<file path="config.mk">
export PLATFORM = sky130hd
export DESIGN_NAME = radio_channel_scan_controller
export DESIGN_NICKNAME = d
export VERILOG_FILES = /design/src/rtl/rcsc_pkg.sv /design/src/rtl/rcsc_skip_cell.sv /design/src/rtl/radio_channel_scan_controller.sv
export SDC_FILE = /design/constraint.sdc
export NUM_CORES = 1
export LEC_CHECK = 0
export ABC_AREA = 1
export BUFFER_PORTS_ARGS = -buffer_cell sky130_fd_sc_hd__buf_2
export CAP_MARGIN = 25
export CORE_MARGIN = 5
export CORE_UTILIZATION = 60
export DETAILED_ROUTE_END_ITERATION = 16
export GPL_ROUTABILITY_DRIVEN = 0
export PLACE_DENSITY_LB_ADDON = 0.08
export SLEW_MARGIN = 5
export SYNTH_ARGS = -nofsm -noshare
export SYNTH_HDL_FRONTEND = slang
export SYNTH_SLANG_ARGS = --single-unit
</file>
<file path="constraint.sdc">
create_clock -name clk -period 11.6 [get_ports clk]
set_input_delay 2.9 -clock clk [delete_from_list [all_inputs] [get_ports clk]]
set_output_delay 2.9 -clock clk [all_outputs]
set_load 0.005 [all_outputs]
</file>
<file path="src/rtl/rcsc_pkg.sv">
`timescale 1ns / 1ps
`default_nettype none

package rcsc_pkg;

  // Fixed field widths.
  localparam int CHAN_W  = 11;
  localparam int CNT_W   = 16;
  localparam int OP_W    = 3;
  localparam int CFG_IDX_W  = 1;
  localparam int CFG_DATA_W = 16;

  // Defaults for the top-level parameters.
  localparam int SKIP_ENTRIES_DEFAULT = 16;
  localparam int MAX_CHANNEL_DEFAULT  = 1024;

  // Countdown loads and settling window bounds.
  localparam logic [CNT_W-1:0] SHORT_PAUSE_TICKS = 16'd500;
  localparam logic [CNT_W-1:0] STEP_TICKS        = 16'd30;
  localparam logic [CNT_W-1:0] SETTLE_TICKS      = 16'd1;
  localparam logic [CNT_W-1:0] QUICK_PASS_TICKS  = 16'd1;
  localparam logic [CNT_W-1:0] PAUSE_DELAY_RESET = 16'd5000;

  // Configuration register indexes.
  localparam logic [CFG_IDX_W-1:0] REG_PAUSE_DELAY = 1'b0;
  localparam logic [CFG_IDX_W-1:0] REG_PAUSE_ONCE  = 1'b1;

  typedef enum logic [OP_W-1:0] {
    OP_START = 3'd0,
    OP_TICK  = 3'd1,
    OP_SKIP  = 3'd2,
    OP_ADV   = 3'd3,
    OP_STOP  = 3'd4
  } opcode_t;

  typedef enum logic [1:0] {
    PH_SCAN   = 2'd0,
    PH_SHORT  = 2'd1,
    PH_PAUSED = 2'd2
  } phase_t;

  typedef struct packed {
    logic [OP_W-1:0]   opcode;
    logic              carrier_detected;
    logic              digital_active;
    logic              audio_active;
    logic [CHAN_W-1:0] next_channel;
    logic              next_skip_flag;
  } in_item_t;

  typedef struct packed {
    logic              scan_active;
    logic [1:0]        scan_phase;
    logic              advanced;
    logic [CHAN_W-1:0] current_channel;
  } out_item_t;

  // One skip list entry held by a cell.
  typedef struct packed {
    logic              vld;
    logic [CHAN_W-1:0] chan;
  } skip_ent_t;

  // Search token that walks down the chain of cells.
  typedef struct packed {
    logic              vld;
    logic [CHAN_W-1:0] key;
    logic              hit;
  } search_tok_t;

  // List control broadcast to every cell.
  typedef struct packed {
    logic clr;
    logic ins;
  } skip_ctl_t;

endpackage

`default_nettype wire

</file>
<file path="src/rtl/rcsc_skip_cell.sv">
`timescale 1ns / 1ps
`default_nettype none

module rcsc_skip_cell
  import rcsc_pkg::*;
(
  input  wire logic        clk,
  input  wire logic        rst,
  input  wire skip_ctl_t   ctl,
  input  wire skip_ent_t   ent_in,
  output skip_ent_t        ent_out,
  input  wire search_tok_t tok_in,
  output search_tok_t      tok_out
);

  skip_ent_t   ent;
  search_tok_t tok;
  logic        match;

  // The entry matches the passing key when it holds a valid channel equal to that key.
  assign match = ent.vld && (ent.chan == tok_in.key);

  // Entry storage: cleared on reset or start, shifted one place on an insert.
  always_ff @(posedge clk) begin
    if (rst || ctl.clr) begin
      ent.vld <= 1'b0;
    end else if (ctl.ins) begin
      ent.vld <= ent_in.vld;
    end
    if (ctl.ins) begin
      ent.chan <= ent_in.chan;
    end
  end

  // The search token moves one cell per cycle and collects a hit.
  always_ff @(posedge clk) begin
    if (rst) begin
      tok.vld <= 1'b0;
    end else begin
      tok.vld <= tok_in.vld;
    end
    tok.key <= tok_in.key;
    tok.hit <= tok_in.hit | (tok_in.vld & match);
  end

  assign ent_out = ent;
  assign tok_out = tok;

endmodule

`default_nettype wire

</file>
<file path="src/rtl/radio_channel_scan_controller.sv">
`timescale 1ns / 1ps
`default_nettype none

// Channel scan controller, stepped by one request per millisecond tick.
// The input channel carries an opcode (start, tick, skip key, manual
// advance, stop) with the receiver status and the channel the host offers
// next. Every request returns exactly one result on the output channel:
// scan running, scan phase, an advanced flag and the channel now tuned.
// Two configuration registers (pause delay, pause-once mode) are written
// through a simple write port; the user must write them only while the block is idle, which the block does not enforce.
// A result passes through the holding stage and then the output register. A
// tick that advances to a channel without a skip flag searches the skip list,
// a row of SKIP_ENTRIES cells that a search token walks one cell per cycle, so
// no next request is taken until the token leaves the last cell; every other
// request frees the input once its result has left the holding stage.
// A result register and a holding stage sit between the two sides, so one
// further request is taken while a result waits under stall; the input
// stalls whenever the holding stage is full or a search runs.
// Reset stops the scan, sets the phase to scanning, clears the countdown,
// tuned channel and skip list, and loads the register defaults.
module radio_channel_scan_controller
  import rcsc_pkg::*;
#(
  parameter int SKIP_ENTRIES = SKIP_ENTRIES_DEFAULT,
  parameter int MAX_CHANNEL  = MAX_CHANNEL_DEFAULT
) (
  input  wire logic                  clk,
  input  wire logic                  rst,
  input  wire logic                  in_valid,
  output logic                       in_stall,
  input  wire in_item_t              in_data,
  output logic                       out_valid,
  input  wire logic                  out_stall,
  output out_item_t                  out_data,
  input  wire logic                  cfg_we,
  input  wire logic [CFG_IDX_W-1:0]  cfg_index,
  input  wire logic [CFG_DATA_W-1:0] cfg_data
);

  localparam int LIM_W = CHAN_W + 2;
  localparam logic [LIM_W-1:0] CHAN_LIMIT = LIM_W'(MAX_CHANNEL);

  // Configuration registers.
  logic [CNT_W-1:0]  pause_delay_ticks;
  logic              pause_once_mode;

  // Scan state.
  logic              active_flag;
  phase_t            phase;
  logic [CNT_W-1:0]  countdown;
  logic [CHAN_W-1:0] tuned_channel;
  logic              busy;

  logic              active_flag_next;
  phase_t            phase_next;
  logic [CNT_W-1:0]  countdown_next;
  logic [CHAN_W-1:0] tuned_channel_next;
  logic              adv;
  logic              launch;
  skip_ctl_t         ctl;

  logic              in_acc;
  logic [CHAN_W-1:0] next_clamped;

  // Holding stage and output register.
  logic              pend_valid;
  out_item_t         pend_data;
  logic              out_load;

  // Chain wiring.
  search_tok_t       tok [SKIP_ENTRIES+1];
  skip_ent_t         ent [SKIP_ENTRIES+1];
  search_tok_t       tail;

  assign in_stall = busy | pend_valid;
  assign in_acc   = in_valid & ~in_stall;
  assign out_load = pend_valid & (~out_valid | ~out_stall);
  assign tail     = tok[SKIP_ENTRIES];

  // Saturate the offered channel to the highest channel number.
  assign next_clamped = ({2'b00, in_data.next_channel} > CHAN_LIMIT) ?
                        CHAN_LIMIT[CHAN_W-1:0] : in_data.next_channel;

  // Configuration writes.
  always_ff @(posedge clk) begin
    if (rst) begin
      pause_delay_ticks <= PAUSE_DELAY_RESET;
      pause_once_mode   <= 1'b0;
    end else if (cfg_we) begin
      unique case (cfg_index)
        REG_PAUSE_DELAY: pause_delay_ticks <= cfg_data;
        REG_PAUSE_ONCE:  pause_once_mode   <= cfg_data[0];
        default: ;
      endcase
    end
  end

  // Decode one request into the next scan state.
  always_comb begin
    active_flag_next   = active_flag;
    phase_next         = phase;
    countdown_next     = countdown;
    tuned_channel_next = tuned_channel;
    adv                = 1'b0;
    launch             = 1'b0;
    ctl                = '0;
    if (in_acc) begin
      unique case (in_data.opcode)
        OP_START: begin
          ctl.clr          = 1'b1;
          active_flag_next = 1'b1;
          countdown_next   = SHORT_PAUSE_TICKS;
          phase_next       = PH_SCAN;
        end
        OP_TICK: begin
          if (active_flag) begin
            // Look for activity inside the settling window.
            if (phase_next == PH_SCAN && countdown_next > QUICK_PASS_TICKS &&
                countdown_next < (STEP_TICKS - SETTLE_TICKS)) begin
              if (in_data.digital_active) begin
                phase_next     = PH_PAUSED;
                countdown_next = pause_delay_ticks;
              end else if (in_data.carrier_detected) begin
                phase_next     = PH_SHORT;
                countdown_next = SHORT_PAUSE_TICKS;
              end
            end
            // Audio turns a short pause into a full pause and, unless in pause-once mode, restarts a full pause.
            if ((phase_next == PH_PAUSED && !pause_once_mode) ||
                phase_next == PH_SHORT) begin
              if (in_data.audio_active) begin
                countdown_next = pause_delay_ticks;
                phase_next     = PH_PAUSED;
              end
            end
            // Count down, or advance once the countdown has run out.
            if (countdown_next != '0) begin
              countdown_next = countdown_next - 1'b1;
            end else begin
              tuned_channel_next = next_clamped;
              adv                = 1'b1;
              phase_next         = PH_SCAN;
              if (in_data.next_skip_flag) begin
                countdown_next = QUICK_PASS_TICKS;
              end else begin
                countdown_next = STEP_TICKS;
                launch         = 1'b1;
              end
            end
          end
        end
        OP_SKIP: begin
          if (phase == PH_PAUSED) begin
            ctl.ins        = 1'b1;
            countdown_next = QUICK_PASS_TICKS;
            phase_next     = PH_SCAN;
          end else begin
            active_flag_next = 1'b0;
          end
        end
        OP_ADV: begin
          tuned_channel_next = next_clamped;
          adv                = 1'b1;
          countdown_next     = SHORT_PAUSE_TICKS;
          phase_next         = PH_SCAN;
        end
        OP_STOP: begin
          active_flag_next = 1'b0;
        end
        default: ;
      endcase
    end
  end

  // Scan state registers; a search hit shortens the countdown afterwards.
  always_ff @(posedge clk) begin
    if (rst) begin
      active_flag   <= 1'b0;
      phase         <= PH_SCAN;
      countdown     <= '0;
      tuned_channel <= '0;
      busy          <= 1'b0;
    end else begin
      active_flag   <= active_flag_next;
      phase         <= phase_next;
      tuned_channel <= tuned_channel_next;
      if (in_acc) begin
        countdown <= countdown_next;
      end else if (tail.vld && tail.hit) begin
        countdown <= QUICK_PASS_TICKS;
      end
      if (launch) begin
        busy <= 1'b1;
      end else if (tail.vld) begin
        busy <= 1'b0;
      end
    end
  end

  // Head of the chain: a new entry and a new search token.
  assign ent[0].vld  = 1'b1;
  assign ent[0].chan = tuned_channel;
  assign tok[0].vld  = launch;
  assign tok[0].key  = next_clamped;
  assign tok[0].hit  = 1'b0;

  // Row of skip list cells.
  for (genvar i = 0; i < SKIP_ENTRIES; i++) begin : g_cell
    rcsc_skip_cell u_cell (
      .clk     (clk),
      .rst     (rst),
      .ctl     (ctl),
      .ent_in  (ent[i]),
      .ent_out (ent[i+1]),
      .tok_in  (tok[i]),
      .tok_out (tok[i+1])
    );
  end

  // Holding stage: takes the result of each accepted request.
  always_ff @(posedge clk) begin
    if (rst) begin
      pend_valid <= 1'b0;
    end else if (in_acc) begin
      pend_valid <= 1'b1;
    end else if (out_load) begin
      pend_valid <= 1'b0;
    end
    if (in_acc) begin
      pend_data.scan_active     <= active_flag_next;
      pend_data.scan_phase      <= phase_next;
      pend_data.advanced        <= adv;
      pend_data.current_channel <= tuned_channel_next;
    end
  end

  // Output register.
  always_ff @(posedge clk) begin
    if (rst) begin
      out_valid <= 1'b0;
    end else if (out_load) begin
      out_valid <= 1'b1;
    end else if (!out_stall) begin
      out_valid <= 1'b0;
    end
    if (out_load) begin
      out_data <= pend_data;
    end
  end

endmodule

`default_nettype wire
</file>
==> run_results.csv <==
group,metric,value,unit
logic_synthesis,synth_area_leaders,"edfxtp_1 37%, dfxtp_1 31%, nand2_1 6.6%",
timing,slew_violations,0,
timing,rsz0062_at_grt,"no",
detailed_routing,dr.pass1.iters,5,
pwr,peakVddDrop,0.000131,V
worst_setup_path,required,11.90,ns
worst_setup_path,crit_arrival,5.68,ns
timing,slew_headroom,0.178,
place,dp_hpwl,20.4,mm
detailed_routing,vias_per_cell,5.10,
layout,antenna-diode-count,0,
grt,grt_pass1_vias,9880,
floorplan,core_area,27700,um2
logic_synthesis,synth-edff-count,206,
run_status,status,"finished clean",
grt,grt_max_degree,194,
grt,grt_first_pass_wirelength,48.2,mm
logic_synthesis,yosysWarnings,0,
clock_network,cts_tree,"yes",
layout,stdcell_count,1999,
grt,gr-total-overflow,0,
worst_setup_path,r2r-start,"countdown[6]$_SDFFE_PP0P_",
timing,min_period,5.38,ns
clock_network,clkLatencyLatePin,0.54,ns
logic_synthesis,synthTopCellsByCount,"296 x nand2_1, 263 x dfxtp_1, 206 x edfxtp_1",
layout,syn_to_final_growth,13.3,%
clock_network,htreeDepth,2,
logic_synthesis,ys_types,45,
clock_network,cts_resized,0,
logic_synthesis,synth_area,16700,um2
logic_synthesis,syn-num-nets,1539,
timing,setup_viol,0,
detailed_routing,ant_nets,0,
floorplan,die_x,177,um
worst_setup_path,crit_top_cell,"nand2_1",
detailed_routing,wl,30.0,mm
logic_synthesis,synth_top_cell_by_area,"edfxtp_1",
timing,fin_setup_tns,0,ns
pwr,p_total,3.61,mW
logic_synthesis,synth_cells,1497,
timing,hold_viol,0,
timing,period_share,0.464,
logic_synthesis,yosysTopAreaCellShare,0.369,
worst_setup_path,worst-setup-path-type,"in2reg",
clock_network,cts_num_sinks,469,
floorplan,io-pin-count,57,
logic_synthesis,synth_seq_area_share,0.684,
clock_network,cts_hold_buffers,0,
logic_synthesis,synth_seq_cells,469,
logic_synthesis,avgSynthCellArea,11.2,um2
detailed_routing,drc_errors,0,
detailed_routing,vias,10200,
clock_network,clockRootBuffer,"clkbuf_16",
pwr,power.density,190,nW/um2
worst_setup_path,crit_chain,"buf_2 > inv_1 > a21oi_1 > nand3_1 > nand2_1 > inv_2 > nand2_2 > nand2_2 > nand2_1 > o21ai_1 > inv_1 > ha_1 > inv_1 > nor2_1 > nand2_1 > nor2_2 > nand3_4 > nor2_1 > nor2_1 > nand2_1 > nand2_1",
detailed_routing,avgRoutedWirePerCell,15.0,um
floorplan,floorplan.rows,61,
worst_setup_path,cpMaxStageDelayCell,"nand3_4",
floorplan,dieHeight,177,um
logic_synthesis,yosysMostFrequentCell,"nand2_1",
clock_network,cts_setup_buffers,0,
logic_synthesis,synthArstFlopShare,0,
clock_network,cts_buffer_depth,3,
floorplan,dieArea,31400,um2
place,port_buffers,56,
floorplan,start_util,0.604,
worst_setup_path,cp-end-kind,"register",
layout,drive_above_1_share,0.116,
timing,fin_worst_skew,0.0146,ns
worst_setup_path,cpPeakStageDelay,0.28,ns
place,numPlacedInstances,1912,
worst_setup_path,crit_fanout,24,
timing,tightest_slew,1.23,ns
job,drv_cap,0,
hold_path,worstHoldPathType,"reg2reg",
worst_setup_path,cp-startpoint,"in_data[14]",
hold_path,min_from,"g_cell[10].u_cell.tok_out[10]$_DFF_P_",
clock_network,clk_pin_slew,0.06,ns
detailed_routing,drt_iter0_drc,602,
clock_network,cts-buffers-inserted,46,
timing,fmax,0.186,GHz
grt,antenna_found_initial,0,
layout,final_nets,1626,
grt,track_usage,0.192,
worst_setup_path,worst_setup_path_start_kind,"input pin",
pwr,leakage,7.60,nW
logic_synthesis,ys.flop_type,"dfxtp_1",
==> final timing paths <==
check	cells after the start	slack [ns]	endpoint
hold / removal	0	0.35	g_cell[11].u_cell.tok_out[10]$_DFF_P_
hold reg to reg	0	0.35	g_cell[11].u_cell.tok_out[10]$_DFF_P_
setup / recovery	21	6.22	pend_data[7]$_DFFE_PP_
setup reg to reg	21	7.95	pend_data[7]$_DFFE_PP_
==> worst max-delay path: cells and delay by family <==
| family | cells | cell delay, ns |
|---|---|---|
| AO/OA/AOI/OAI | 2 | 0.28 |
| adder cells (fa/ha/maj) | 1 | 0.18 |
| AND/OR/NAND/NOR | 13 | 1.84 |
| buffers and inverters | 5 | 0.46 |
==> stage by stage <==
stage           util  area, um2  setup slack [ns]  hold WS (ns)
5_1_grt        0.685      19000              5.91         0.357
3_5_place_dp   0.629      17400              5.76         0.336
4_1_cts        0.684      19000              6.33         0.350
3_3_place_gp   0.629      17400              5.84         0.335
2_1_floorplan      -      16700              2.32         0.331
6_report       0.685      19000              6.22         0.351
==> flip-flops by register name, indices dropped and copies added, names as in the netlist <==
name,cells
active_flag,1
g_cell.u_cell.tok_out,197
pend_valid,1
busy,1
tuned_channel,11
pend_data,15
out_valid,1
g_cell.u_cell.ent_out,192
pause_once_mode,1
countdown,16
out_data,15
pause_delay_ticks,16
phase,2
==> layer usage <==
| metal | part of all wire | track usage |
|---|---|---|
| met5 | 0 | 0 |
| met1 | 0.41 | 0.237 |
| met4 | 0.018 | 0.0496 |
| met2 | 0.52 | 0.347 |
| met3 | 0.059 | 0.0376 |
==> kinds of logic (layout without fill, tap and decap cells) <==
kind of cell | Yosys count | count (layout) | synth area share
AO/OA/AOI/OAI | 142 | 142 | 0.0513
XOR/XNOR | 142 | 142 | 0.0743
adder cells (fa/ha/maj) | 2 | 2 | 0.00149
buffers and inverters | 167 | 291 | 0.0389
flip-flops | 469 | 469 | 0.684
AND/OR/NAND/NOR | 575 | 575 | 0.150
==> where the power goes <==
part	switching, mW	total, mW	internal, mW
Combinational	0.237	0.359	0.122
Sequential	0.0297	1.79	1.76
Clock	0.592	1.45	0.863
Total	0.859	3.61	2.75
==> area by class of cell <==
cell class | instances | area [um2]
clock inverters | 20 | 199
flip-flops and latches | 469 | 11500
well taps | 378 | 473
repair buffers | 63 | 343
multi-input cells | 861 | 4650
fillers | 2019 | 8740
clock buffers | 65 | 1320
inverters | 143 | 537
==> placed cells by master, fill, tap and decap left out, drive strengths merged <==
cell type	instances
o21bai	6
a21oi	63
nand3b	2
o211ai	6
a221oi	2
nor2	135
inv	146
nor4	17
a211oi	6
and2	2
o22ai	2
o21ai	36
nand3	56
ha	2
a31oi	2
or2	16
bufinv	3
xnor2	62
o21a	1
clkinv	13
edfxtp	206
o2111ai	3
buf	62
nand2	306
a22oi	1
nand4	21
a31o	4
clkbuf	66
o41ai	1
a41o	6
o31ai	3
nor3b	1
dfxtp	263
nor3	15
xor2	80
nor4b	4
clkinvlp	1
Note: power is estimated with default switching activity, not from simulation.
